`src/hw/rtl/mrfc_pkg.sv`:
```
// Shared types, constants and the CRC-16 byte step for the reply frame checker.
// No dependencies.
package mrfc_pkg;

    localparam int FRAME_LEN  = 9;
    localparam int IDX_W      = 4;
    localparam int OUT_W      = 56;
    localparam logic [15:0] CRC_INIT = 16'hFFFF;
    localparam logic [15:0] CRC_POLY = 16'hA001;
    // ceil(2^19 / 10): exact divide by ten for any 16-bit value
    localparam logic [15:0] RECIP10  = 16'd52429;
    localparam int RECIP_SHIFT = 19;

    // one request as held in the queue between front and back
    typedef struct packed {
        logic       is_idle;
        logic [7:0] data;
    } rq_t;

    // queue status seen by the back end
    typedef struct packed {
        logic valid;
        rq_t  item;
    } rq_slot_t;

    // one Modbus CRC-16 byte: eight reflected shift steps
    function automatic logic [15:0] crc16_byte(input logic [15:0] crc_in,
                                               input logic [7:0]  data);
        logic [15:0] c;
        c = crc_in ^ {8'h00, data};
        for (int b = 0; b < 8; b++)
        begin
            if (c[0])
                c = (c >> 1) ^ CRC_POLY;
            else
                c = c >> 1;
        end
        return c;
    endfunction

endpackage

```
`src/hw/rtl/mrfc_back.sv`:
```
// Back end: frame store, byte-serial CRC-16 check, divide by ten, result register.
// Depends on mrfc_pkg.
module mrfc_back (
    input  logic                      clk,
    input  logic                      rst_n,
    input  mrfc_pkg::rq_slot_t        head,
    output logic                      pop,
    output logic                      out_valid,
    input  logic                      out_ready,
    output logic [mrfc_pkg::OUT_W-1:0] out_data
);
    import mrfc_pkg::*;

    localparam logic [1:0] ST_IDLE = 2'd0;
    localparam logic [1:0] ST_CRC  = 2'd1;
    localparam logic [1:0] ST_FIN  = 2'd2;

    logic [1:0]       state_reg, state_next;
    logic [7:0]       store_reg [0:FRAME_LEN-1];
    logic [IDX_W-1:0] idx_reg, idx_next;
    logic             ovr_reg, ovr_next;
    logic [IDX_W-1:0] snap_cnt_reg, snap_cnt_next;
    logic             snap_ovr_reg, snap_ovr_next;
    logic [15:0]      crc_reg, crc_next;
    logic [2:0]       step_reg, step_next;
    logic [31:0]      hprod_reg, tprod_reg;
    logic             hneg_reg;
    logic             ov_reg, ov_next;
    logic [OUT_W-1:0] od_reg;
    logic             store_we;
    logic             load_out;
    logic [15:0]      hraw, habs, traw;
    logic [12:0]      hq, hum, tq;
    logic             match;
    logic [OUT_W-1:0] result;

    assign hraw = {store_reg[3], store_reg[4]};
    assign traw = {store_reg[5], store_reg[6]};
    assign habs = hraw[15] ? (16'd0 - hraw) : hraw;

    // result fields from the registered products and the final CRC
    always_comb
    begin
        hq     = hprod_reg[RECIP_SHIFT +: 13];
        tq     = tprod_reg[RECIP_SHIFT +: 13];
        hum    = hneg_reg ? (13'd0 - hq) : hq;
        match  = (store_reg[7] == crc_reg[7:0]) && (store_reg[8] == crc_reg[15:8]);
        result = {snap_ovr_reg, snap_cnt_reg, tq, hum,
                  store_reg[2], store_reg[1], store_reg[0], match};
    end

    // sequencer
    always_comb
    begin
        state_next    = state_reg;
        idx_next      = idx_reg;
        ovr_next      = ovr_reg;
        snap_cnt_next = snap_cnt_reg;
        snap_ovr_next = snap_ovr_reg;
        crc_next      = crc_reg;
        step_next     = step_reg;
        pop           = 1'b0;
        store_we      = 1'b0;
        load_out      = 1'b0;
        case (state_reg)
            ST_IDLE:
            begin
                if (head.valid)
                begin
                    pop = 1'b1;
                    if (!head.item.is_idle)
                    begin
                        if (idx_reg < IDX_W'(FRAME_LEN))
                        begin
                            store_we = 1'b1;
                            idx_next = idx_reg + 1'b1;
                        end
                        else
                            ovr_next = 1'b1;
                    end
                    else
                    begin
                        snap_cnt_next = idx_reg;
                        snap_ovr_next = ovr_reg;
                        idx_next      = '0;
                        ovr_next      = 1'b0;
                        crc_next      = CRC_INIT;
                        step_next     = 3'd0;
                        state_next    = ST_CRC;
                    end
                end
            end
            ST_CRC:
            begin
                crc_next  = crc16_byte(crc_reg, store_reg[{1'b0, step_reg}]);
                step_next = step_reg + 3'd1;
                if (step_reg == 3'd6)
                    state_next = ST_FIN;
            end
            ST_FIN:
            begin
                if (!ov_reg || out_ready)
                begin
                    load_out   = 1'b1;
                    state_next = ST_IDLE;
                end
            end
            default:
                state_next = ST_IDLE;
        endcase
    end

    // output register: holds a result until taken
    always_comb
    begin
        ov_next = ov_reg;
        if (load_out)
            ov_next = 1'b1;
        else if (out_ready)
            ov_next = 1'b0;
    end

    always_ff @(posedge clk or negedge rst_n)
    begin
        if (!rst_n)
        begin
            state_reg    <= ST_IDLE;
            idx_reg      <= '0;
            ovr_reg      <= 1'b0;
            snap_cnt_reg <= '0;
            snap_ovr_reg <= 1'b0;
            ov_reg       <= 1'b0;
            for (int i = 0; i < FRAME_LEN; i++)
                store_reg[i] <= 8'h00;
        end
        else
        begin
            state_reg    <= state_next;
            idx_reg      <= idx_next;
            ovr_reg      <= ovr_next;
            snap_cnt_reg <= snap_cnt_next;
            snap_ovr_reg <= snap_ovr_next;
            ov_reg       <= ov_next;
            if (store_we)
                store_reg[idx_reg] <= head.item.data;
        end
    end

    // datapath registers: CRC, reciprocal products, result
    always_ff @(posedge clk)
    begin
        crc_reg   <= crc_next;
        step_reg  <= step_next;
        hprod_reg <= habs * RECIP10;
        tprod_reg <= traw * RECIP10;
        hneg_reg  <= hraw[15];
        if (load_out)
            od_reg <= result;
    end

    assign out_valid = ov_reg;
    assign out_data  = od_reg;

endmodule

```
`config.mk`:
```
export PLATFORM = sky130hd
export DESIGN_NAME = mrfc_back
export DESIGN_NICKNAME = d
export VERILOG_FILES = /design/src/hw/rtl/mrfc_pkg.sv /design/src/hw/rtl/mrfc_back.sv
export SDC_FILE = /design/constraint.sdc
export NUM_CORES = 1
export LEC_CHECK = 0
export BUFFER_PORTS_ARGS = -buffer_cell sky130_fd_sc_hd__buf_2
export CAP_MARGIN = 20
export CORE_ASPECT_RATIO = 0.6
export CORE_MARGIN = 4
export CORE_UTILIZATION = 55
export CTS_CLUSTER_DIAMETER = 120
export CTS_CLUSTER_SIZE = 20
export DETAILED_ROUTE_END_ITERATION = 6
export PLACE_DENSITY = 0.72
export SLEW_MARGIN = 15
export SYNTH_ARGS = -nofsm -noshare
export SYNTH_HDL_FRONTEND = slang
export SYNTH_SLANG_ARGS = --single-unit
```
`constraint.sdc`:
```
create_clock -name clk -period 12.3 [get_ports clk]
set_input_delay 0 -clock clk [delete_from_list [all_inputs] [get_ports clk]]
set_output_delay 0 -clock clk [all_outputs]
set_load 0.02 [all_outputs]
```
==> results.json, run 1 <==
{
  "cts_setup_buffers": 0,
  "period_share_pct": 64.1,
  "max_freq_ghz": 0.127,
  "die_area_mm2": 0.0331,
  "multiInputGateArea_mm2": 0.0104,
  "dp_hpwl_um": 30900,
  "register_area_mm2": 0.00492,
  "yosysWarnings": 0,
  "cts_hold_buffers": 9,
  "syn_nets": 1865,
  "outcome": "finished clean",
  "clock-sinks": 187,
  "drive_above_1_share_pct": 12.6,
  "ys_types": 58,
  "cts_tree": "built",
  "layout_min_cycle_time_ns": 7.88,
  "min_path_type": "in -> reg",
  "vias": 10500,
  "hold_depth": 2,
  "grt_pass1_vias": 10600,
  "max_stage_delay_ns": 0.80,
  "place.gp.congestion": 1.00,
  "async_reset_ff_share_pct": 45.5,
  "grt_usage_pct": 23.6,
  "drv_cap": 0,
  "crit_required_ns": 12.64,
  "setup_viol": 0,
  "yosysSeqAreaShare_pct": 29.7,
  "wl_per_cell_um": 19.4,
  "drt-initial-drc-count": 766,
  "yosysMostFrequentCell": "inv_1",
  "worstSetupEndpointType": "flip-flop",
  "grt_start_max_net_pins": 63,
  "cts_root_buf": "clkbuf_16",
  "synth_area_leaders": "ha_1 20%, fa_1 19%, edfxtp_1 14%",
  "finalHoldViolCount": 0,
  "nets": 1954,
  "drc": 0,
  "ys_top_cells_by_count": "318 x inv_1, 269 x ha_1, 155 x fa_1",
  "wl_um": 37500,
  "rsz0062_at_grt": "no",
  "cpMaxStageDelayCell": "xor2_1",
  "ant_nets": 0,
  "whs_ns": 0.0377,
  "synth_seq_cells": 187,
  "fp-row-count": 48,
  "largest_reg_flops": 56,
  "synthCells": 1428,
  "clk_latency_ns": 0.46,
  "start_util_pct": 56.7,
  "synth_flop_cell": "dfrtp_1",
  "drv_slew": 0,
  "io_buffers": 70,
  "yosysTopAreaCellShare_pct": 20.3,
  "drt_pass1_iterations": 5,
  "area_growth_syn_to_layout_pct": 9.44,
  "post-route-util_pct": 62.1,
  "cp-start-kind": "flip-flop",
  "netlist_area_mm2": 0.0166,
  "skew_ns": 0.0193,
  "fillCellCount": 2360,
  "yosysTopAreaCell": "ha_1",
  "critPathMaxFanout": 7,
  "worstPathArrival_ns": 8.23,
  "rr_worst_depth": 22,
  "cts_resized": 0,
  "fp.coreArea_mm2": 0.0292,
  "fin_setup_tns_ns": 0,
  "io_pins": 71,
  "crit_chain": "or4_1, nor4_1, a31oi_1, xor2_1, ha_1, ha_1, inv_1, fa_1, inv_1, fa_1, fa_1, inv_1, fa_1, inv_1, ha_1, a21o_1, a211oi_1, o21ai_0, nor4b_1, nor3_1, o31a_1, o31a_1",
  "htree_num_levels": 4,
  "tightest_slew_ns": 0.978,
  "antenna_found_initial": 1,
  "cts_made_buffers": 17,
  "avgSynthCellArea_um2": 11.6,
  "chipWidth_um": 232,
  "dieHeight_um": 143,
  "slew_headroom_pct": 34.6,
  "grt_pass1_wl_um": 59800,
  "setup_slack_ns": 4.42,
  "clk_path_buf_depth": 2,
  "viasPerCell": 5.46,
  "crit_type": "reg -> reg",
  "antenna_cells": 0,
  "synth-edff-count": 75,
  "path_clk_slew_ns": 0.09,
  "dp_slack_ns": 4.43,
  "overflow": 0
}
[cell type report]
class,count,share of cell area [%]
Sequential cell,187,27.1
Inverter,319,6.60
Clock buffer,17,2.34
Timing Repair Buffer,85,2.73
Clock inverter,15,1.21
Tap cell,400,2.76
Multi-Input combinational cell,907,57.3
[cells by family after synthesis]
| kind of cell | after synthesis | share of synthesized area [%] |
|---|---|---|
| fa+ha+maj | 424 | 39.0 |
| buf+inv | 334 | 7.72 |
| flops | 187 | 29.7 |
| simple gates | 156 | 4.81 |
| xor+xnor | 113 | 6.14 |
| compound gates | 112 | 4.46 |
| mux | 102 | 8.22 |
[cell usage in the layout (no fill, tap or decap), types with 3 or more instances in the layout]
master / count
edfxtp_1: 75
dfxtp_1: 27
nor2_1: 21
buf_4: 6
and3_1: 5
fa_1: 155
o221ai_1: 3
dfrtp_1: 85
clkinv_8: 5
nand3_1: 9
nor2b_1: 6
xnor2_1: 80
nor3_1: 9
a21o_1: 15
clkbuf_16: 17
o21ai_0: 27
nor4_1: 7
a21oi_1: 21
nor3b_1: 4
o21bai_1: 3
mux2i_1: 11
inv_12: 5
or3_1: 8
mux2_2: 75
and2_1: 6
mux4_2: 3
o31ai_1: 10
xor2_1: 30
ha_1: 269
buf_2: 69
dlygate4sd3_1: 9
a211oi_1: 6
a211o_1: 3
mux4_1: 13
nand4_1: 8
inv_1: 318
o41ai_1: 5
a31oi_1: 5
nand2_1: 48
nand2b_1: 16
[layer usage]
layer / GRT usage [%] / vias up / share of wire, %
li1: - / 4919 / -
met5: 0 / - / 0.035
met2: 32.0 / 340 / 40
met4: 4.05 / 2 / 0.98
met3: 6.94 / 31 / 8.5
met1: 37.7 / 5252 / 50
[worst max-delay path: cells and delay by family (launching register included)]
kind	cells	cell delay [ns]
xor gates and xnor gates	1	0.80
buffers and inverters	4	0.19
DFF	1	0.44
adders and majority gates	7	3.06
and+or+nand+nor	4	1.90
AOI/OAI and AO/OA	6	1.35
[worst paths after layout]
path | startpoint | endpoint | slack (ns)
worst max register to register | hraw[9]$_DFFE_PN0P_ | hprod_reg[29]$_DFF_P_ | 4.42
worst min-delay path | head[4] | result[13]$_DFFE_PN0P_ | 0.04
worst min register to register | tprod_reg[27]$_DFF_P_ | out_data[46]$_DFFE_PP_ | 0.41
max in group asynchronous | rst_n | hraw[15]$_DFFE_PN0P_ | 11.28
worst max-delay path | hraw[9]$_DFFE_PN0P_ | hprod_reg[29]$_DFF_P_ | 4.42
min in group asynchronous | rst_n | idx_reg[2]$_DFFE_PN0P_ | 0.28
[stage by stage]
step	instance area, um2	instances
6_report	18200	1930
5_1_grt	18200	1930
4_1_cts	18100	1928
3_5_place_dp	17400	1887
3_3_place_gp	17400	1887
2_1_floorplan	16600	1428
Power of run 1 is left out: the tool's default activity adds up to more than one toggle a clock period on the data nets, which glitch-free logic cannot reach.
==> run 2: changes to the inputs <==
Settings changed: PLACE_DENSITY 0.72 to 0.75.
Clock period 12.3 ns to 6.46 ns, I/O delays scaled along.
==> run 2 against run 1 <==
  * Critical path depth up 2
  * Critical path type unchanged
  * Setup slack worse by 4.3 ns
  * Global-route usage up 0.98 points
  * Fmax up 23%
==> results.json, run 2 (synthesis results as in run 1) <==
{
  "grt_pass1_vias": 11300,
  "max_stage_delay_ns": 0.57,
  "cts_made_buffers": 17,
  "period_share_pct": 98.9,
  "layout_min_cycle_time_ns": 6.39,
  "critPathMaxFanout": 3,
  "cts_tree": "built",
  "largest_reg_flops": 56,
  "drive_above_1_share_pct": 21.9,
  "setup_viol": 0,
  "clk_latency_ns": 0.46,
  "fp-row-count": 48,
  "cts_root_buf": "clkbuf_16",
  "tightest_slew_ns": 1.06,
  "fp.coreArea_mm2": 0.0292,
  "place.gp.congestion": 0.968,
  "vias": 11100,
  "worstPathArrival_ns": 6.74,
  "path_clk_slew_ns": 0.09,
  "rsz0062_at_grt": "yes",
  "dp_hpwl_um": 31600,
  "fillCellCount": 2158,
  "io_pins": 71,
  "crit_type": "reg -> reg",
  "fin_setup_tns_ns": 0,
  "drv_cap": 0,
  "critPathTopFamily": "adder cells",
  "busiest_layer": "met1",
  "overflow": 0,
  "wl_um": 39600,
  "area_growth_syn_to_layout_pct": 17.0,
  "final_cell_mix": "309 x inv_1, 255 x ha_1, 152 x fa_1",
  "chipWidth_um": 232,
  "grt_util_met3_pct": 6.56,
  "htree_num_levels": 4,
  "grt_start_max_net_pins": 86,
  "crit_required_ns": 6.81,
  "drt_pass1_iterations": 5,
  "cp_num_buf_inv": 6,
  "die_area_mm2": 0.0331,
  "finalHoldViolCount": 0,
  "crit_chain": "or4_4, nor4_4, a31oi_2, xor2_2, ha_1, ha_1, inv_2, fa_1, inv_2, fa_1, fa_1, inv_1, fa_1, inv_2, ha_4, buf_4, a21o_1, a211oi_2, o21ai_2, nor4b_4, buf_4, nor3_2, o31a_1, o31a_1",
  "clock-sinks": 187,
  "viasPerCell": 5.46,
  "start_util_pct": 56.7,
  "grt_usage_pct": 24.6,
  "post-route-util_pct": 66.3,
  "ant_nets": 0,
  "cp-start-kind": "flip-flop",
  "clk_path_buf_depth": 2,
  "drv_slew": 0,
  "grt_pass1_wl_um": 62300,
  "worst_path_most_repeated_cell": "fa_1",
  "dieHeight_um": 143,
  "io_buffers": 70,
  "drt-initial-drc-count": 949,
  "antenna_cells": 0,
  "max_freq_ghz": 0.157,
  "min_path_type": "in -> reg",
  "nets": 2051,
  "slew_headroom_pct": 29.6,
  "outcome": "finished clean",
  "worstSetupEndpointType": "flip-flop",
  "wl_per_cell_um": 19.5,
  "use_met2_pct": 35.1,
  "use_met1_pct": 38.0,
  "drc": 0,
  "cpMaxStageDelayCell": "or4_4",
  "antenna_found_initial": 0,
  "skew_ns": 0.0211,
  "final_common_cell": "inv_1"
}
run 2: changes by cell type in the layout (fill, tap and decap cells not counted), sizes merged:
cell,before,now
buf,76,171
inv,327,324
clkinv,7,9
dlygate4sd3,9,11
bufinv,0,1
run 2: worst paths after layout:
check / start / end / slack, ns / depth (start not counted)
min in group asynchronous: rst_n / result[8]$_DFFE_PN0P_ / 0.19 / 2
max in group asynchronous: rst_n / store_reg[3]$_DFFE_PN0P_ / 5.73 / 2
setup reg to reg: hraw[9]$_DFFE_PN0P_ / hprod_reg[29]$_DFF_P_ / 0.07 / 24
hold reg to reg: tprod_reg[29]$_DFF_P_ / out_data[48]$_DFFE_PP_ / 0.41 / 0
hold / removal: head[3] / hraw[11]$_DFFE_PN0P_ / 0.04 / 2
setup / recovery: hraw[9]$_DFFE_PN0P_ / hprod_reg[29]$_DFF_P_ / 0.07 / 24
run 2: layout make-up:
type	count	area (um2)	share of cell area [%]
sequential	187	4920	25.4
timing repair buffer	182	1240	6.37
tap	400	500	2.58
clock inverter	15	230	1.19
inverter	319	1200	6.17
clock buffer	17	425	2.19
multi-input combinational	907	10900	56.1
run 2: timing repair:
action	4_1_cts	5_1_grt
resized for setup	25	61
endpoints found under the hold margin	132	0
setup endpoints to repair	7	13
pin swaps	18	50
hold buffers	11	0
buffers inserted	8	14
run 2: worst reg2reg max path, cell delays in order (launching register included):
cell and delay, ns:
dfrtp_1 0.38, or4_4 0.57, nor4_4 0.34, a31oi_2 0.16, xor2_2 0.26, ha_1 0.30, ha_1 0.30, inv_2 0.04
fa_1 0.51, inv_2 0.04, fa_1 0.47, fa_1 0.49, inv_1 0.05, fa_1 0.51, inv_2 0.05, ha_4 0.21
buf_4 0.13, a21o_1 0.16, a211oi_2 0.21, o21ai_2 0.10, nor4b_4 0.21, buf_4 0.18, nor3_2 0.06, o31a_1 0.31
o31a_1 0.25
run 2: routing by layer:
layer / share of wire (%) / wire length (um)
met5: 0 / 0
met4: 0.86 / 340
met3: 8.0 / 3150
met2: 43 / 17000
met1: 48 / 19100
run 2: through the flow:
| step | hold WS, ns | instances | area [um2] | worst slack (ns) |
|---|---|---|---|---|
| 2_1_floorplan | -0.296 | 1428 | 16600 | 0.0163 |
| 3_3_place_gp | 0.257 | 1963 | 18000 | 0.00210 |
| 3_5_place_dp | 0.262 | 1963 | 18000 | -0.182 |
| 4_1_cts | 0.00277 | 2014 | 19000 | 0.0286 |
| 5_1_grt | 0.0183 | 2027 | 19400 | -0.115 |
| 6_report | 0.0436 | 2027 | 19400 | 0.0709 |
Power of run 2 is left out for the same reason.
